**config.mk**
```make
export PLATFORM = sky130hd
export DESIGN_NAME = tfn_front
export DESIGN_NICKNAME = d
export VERILOG_FILES = /design/src/rtl/tfn_pkg.sv /design/src/rtl/tfn_front.sv
export SDC_FILE = /design/constraint.sdc
export NUM_CORES = 1
export LEC_CHECK = 0
export BUFFER_PORTS_ARGS = -buffer_cell sky130_fd_sc_hd__buf_2
export CAP_MARGIN = 20
export CORE_ASPECT_RATIO = 0.5
export CORE_UTILIZATION = 40
export CTS_CLUSTER_SIZE = 10
export DETAILED_ROUTE_END_ITERATION = 7
export SLEW_MARGIN = 20
export SYNTH_ARGS = -nofsm -noshare
export SYNTH_HDL_FRONTEND = slang
export SYNTH_SLANG_ARGS = --single-unit
export TNS_END_PERCENT = 20
```
**constraint.sdc**
```tcl
create_clock -name clk_i -period 7.5 [get_ports clk_i]
set_input_delay 1.5 -clock clk_i [delete_from_list [all_inputs] [get_ports clk_i]]
set_output_delay 1.5 -clock clk_i [all_outputs]
set_load 0.01 [all_outputs]
```
**src/rtl/tfn_pkg.sv**
```systemverilog
// Package for the triangle face normal unit: item modes and queue entry type.
// No dependencies.
package tfn_pkg;

  typedef enum logic {
    MODE_WRITE   = 1'b0,
    MODE_COMPUTE = 1'b1
  } mode_e;

  localparam int unsigned IdxW   = 8;
  localparam int unsigned NormW  = 10;
  localparam int unsigned FieldW = 12;

  // Compute item travelling from front to back.
  typedef struct packed {
    logic [IdxW-1:0] index_a;
    logic [IdxW-1:0] index_b;
    logic [IdxW-1:0] index_c;
  } job_t;

endpackage

```
**src/rtl/tfn_front.sv**
```systemverilog
// Front part: accepts words, writes vertices, queues compute jobs.
// Depends on tfn_pkg.
module tfn_front import tfn_pkg::*; #(
  parameter int unsigned QDepth = 2
) (
  input  logic              clk_i,
  input  logic              rst_ni,
  input  logic              in_valid_i,
  output logic              in_ready_o,
  input  logic              in_mode_i,
  input  job_t              in_job_i,
  output logic              wr_en_o,
  output job_t              job_o,
  output logic              job_valid_o,
  input  logic              job_ready_i
);
  localparam int unsigned PW = $clog2(QDepth);

  job_t          q_mem [QDepth];
  logic [PW-1:0] wp_q, rp_q;
  logic [PW:0]   cnt_q;
  logic          push, pop;

  // A write waits until no compute is queued or running, so pending computes
  // always read the store as it was when they were taken.
  assign in_ready_o  = (in_mode_i == MODE_WRITE) ? (cnt_q == '0 && job_ready_i)
                                                 : (cnt_q != (PW+1)'(QDepth));
  assign wr_en_o     = in_valid_i && in_mode_i == MODE_WRITE && in_ready_o;
  assign push        = in_valid_i && in_mode_i == MODE_COMPUTE && in_ready_o;
  assign job_valid_o = cnt_q != '0;
  assign pop         = job_valid_o && job_ready_i;
  assign job_o       = q_mem[rp_q];

  always_ff @(posedge clk_i) begin
    if (push) q_mem[wp_q] <= in_job_i;
  end

  always_ff @(posedge clk_i or negedge rst_ni) begin
    if (!rst_ni) begin
      wp_q <= '0; rp_q <= '0; cnt_q <= '0;
    end else begin
      if (push) wp_q <= (wp_q == PW'(QDepth-1)) ? '0 : wp_q + 1'b1;
      if (pop)  rp_q <= (rp_q == PW'(QDepth-1)) ? '0 : rp_q + 1'b1;
      cnt_q <= cnt_q + (PW+1)'(push) - (PW+1)'(pop);
    end
  end
endmodule

```
==> impl_metrics.env <==
export IMPL_drive_gt1_share_pct=55.1
export IMPL_top_usage_layer="met2"
export IMPL_use_met1_pct=14.7
export IMPL_ff2ff_path_depth=3
export IMPL_cpPeakStageDelay_ps=160
export IMPL_io_buffers=55
export IMPL_rr_endpoint="q_mem[0][8]"
export IMPL_core_area_sq_mm=0.00459
export IMPL_ys_warn_count=0
export IMPL_critPathRequiredTime_ps=6000
export IMPL_start_kind="primary input"
export IMPL_max_slew_margin_pct=37.7
export IMPL_setup_worst_path_end_class="primary output"
export IMPL_met2_usage_pct=23.6
export IMPL_wl_per_cell_um=13.5
export IMPL_syn_area_per_cell_sq_um=19.1
export IMPL_finalHoldViolations=0
export IMPL_maxCapViolations=0
export IMPL_skew_ps=7.17
export IMPL_fin_setup_tns_ps=0
export IMPL_pre_cts_slack_ps=4010
export IMPL_final_cell_mix="buf_2, edfxtp_1, mux2_2, nand2_1, clkbuf_8"
export IMPL_vdd_ir_drop_max_v=0.000180
export IMPL_post_route_min_period_ps=3490
export IMPL_finalWorstSetupSlack_ps=4010
export IMPL_worstSetupPathType="primary input to primary output"
export IMPL_p_per_area_mw_per_mm2=326
export IMPL_slew_viol_final=0
export IMPL_grt_use_total_pct=13.2
export IMPL_num_rows=17
export IMPL_rsz0062_at_grt="no"
export IMPL_final_core_util_pct=53.8
export IMPL_gr_total_overflow=0
export IMPL_drcViolationCount=0
export IMPL_cts_setup_buffers=0
export IMPL_path_delay_family="buffers and inverters"
export IMPL_vias_per_cell=4.67
export IMPL_worstPathArrival_ps=1990
export IMPL_clkTransAtPathRegs_ps=90
export IMPL_syn_nets=135
export IMPL_yosysSeqAreaShare_pct=76.9
export IMPL_slowest_stage="a21oi_1"
export IMPL_ant_nets=0
export IMPL_worstSkewPairLatency_ps=290
export IMPL_gp_congestion=0.728
export IMPL_status="finished, final reports clean"
export IMPL_fin_crit_sh_pct=46.5
export IMPL_critPathMostFrequentCell="buf_2"
export IMPL_synthDistinctLibCells=22
export IMPL_htreeDepth=2
export IMPL_critPathBufInv=2
export IMPL_syn_cell_area_sq_mm=0.00200
export IMPL_critical_path_startpoint="job_ready_i"
export IMPL_cts_made_buffers=5
export IMPL_finalNetCount=196
export IMPL_synthCells=105
export IMPL_hold_buffers=0
export IMPL_grtUsageMet3_pct=4.44
export IMPL_hold_ws_ps=530
export IMPL_crit_chain="buf_2 > a21oi_1 > nor2_1 > buf_2"
export IMPL_grt_pass1_wl_mm=5.01
export IMPL_ys_ff_latch=52
export IMPL_design_die_area_sq_mm=0.00532
export IMPL_diodes=0
export IMPL_die_x_um=102
export IMPL_fmax_mhz=287
export IMPL_cts_root_buf="clkbuf_8"
export IMPL_path_max_fanout=6
export IMPL_leakagePower_nw=0.945
export IMPL_io_pins=56
export IMPL_final_common_cell="buf_2"
export IMPL_die_height_um=52.1
export IMPL_setup_viol=0
export IMPL_drtPass1Iterations=4
export IMPL_vias=1087
export IMPL_r2r_start="cnt_q[1]"
export IMPL_drt_iter0_markers=24
export IMPL_path_depth=4
export IMPL_syn2layout_area_growth_pct=23.3
export IMPL_start_util_pct=43.6
export IMPL_grt_pass1_vias=1105
export IMPL_antenna_found_initial=0
export IMPL_cts_tree="built"
export IMPL_post_cts_resized=0
export IMPL_reg2reg_slack_ps=5410
export IMPL_clkSinkCount=52
export IMPL_hp_class="flip-flop to flip-flop"
export IMPL_grt_max_degree=26
export IMPL_total_power_mw=0.805
export IMPL_clk_path_buf_depth=2
export IMPL_dp_hpwl_mm=2.13
export IMPL_crit_path_end="in_ready_o"
export IMPL_worst_pin_slew_ps=930
export IMPL_wirelength_mm=3.14
-- worst min-delay path by stage --
stage	from	endpoint	slack, ps	depth (start not counted)
finish	wp_q	wp_q	530	1
global route	wp_q	wp_q	570	1
CTS	wp_q	wp_q	530	1
detailed placement	wp_q	wp_q	510	1
global placement	wp_q	wp_q	490	1
floorplan	wp_q	wp_q	460	1
-- Yosys cell counts --
| library cell | n | area share (%) |
|---|---|---|
| a21o_2 | 1 | 0.44 |
| a21oi_1 | 3 | 0.75 |
| and2_1 | 1 | 0.31 |
| and2_4 | 1 | 0.44 |
| buf_2 | 1 | 0.25 |
| buf_4 | 2 | 0.75 |
| dfrtp_1 | 4 | 5.0 |
| edfxtp_1 | 48 | 72 |
| ha_1 | 1 | 0.62 |
| inv_1 | 1 | 0.19 |
| mux2_1 | 1 | 0.56 |
| mux2_2 | 23 | 13 |
| nand2_1 | 6 | 1.1 |
| nand2b_1 | 1 | 0.31 |
| nand4_1 | 1 | 0.31 |
| nor2_1 | 2 | 0.37 |
| nor2b_1 | 1 | 0.31 |
| nor3_1 | 2 | 0.50 |
| o311ai_4 | 1 | 1.3 |
| or2_1 | 1 | 0.31 |
| xnor2_1 | 1 | 0.44 |
| xor2_1 | 2 | 0.87 |
-- layer usage --
layer	vias up	share of wire [%]
met3	4	5.1
met2	26	51
met4	0	0.86
met5	-	0
li1	521	-
met1	536	43
-- kinds of logic after synthesis --
| kind of cell | share of synthesized area (%) |
|---|---|
| muxes | 13.5 |
| AOI/OAI and AO/OA | 2.50 |
| buffers and inverters | 1.19 |
| and+or+nand+nor | 4.00 |
| DFF | 76.9 |
| adders and majority gates | 0.624 |
| xor gates and xnor gates | 1.31 |
-- sequential cells by signal, summed over array words and instances (netlist names) --
signal / count
cnt_q: 2
q_mem: 48
rp_q: 1
wp_q: 1
-- report_power, final --
| group | switching (mW) | internal [mW] | total, mW |
|---|---|---|---|
| Sequential | 0.0460 | 0.365 | 0.411 |
| Combinational | 0.0970 | 0.115 | 0.212 |
| Clock | 0.0839 | 0.0991 | 0.183 |
-- per-stage QoR --
step | cells | area [sq um]
final | 233 | 2470
after global routing | 233 | 2470
after CTS | 233 | 2470
after detailed placement | 225 | 2360
after global placement | 225 | 2360
after floorplan | 105 | 2000
-- worst register-to-register path: stages, from the launching register on --
cell and delay, ps:
dfrtp_1 470, nor2b_1 200, nor3_2 750, buf_4 370
-- cell type report --
class | count | area, sq um
flip-flops and latches | 52 | 1540
well taps | 66 | 82.6
clock inverters | 2 | 35.0
fillers | 397 | 2120
clock buffers | 6 | 72.6
inverters | 1 | 3.75
multi-input cells | 49 | 444
repair buffers | 57 | 290
No activity file was read; power rests on OpenSTA's default activity.
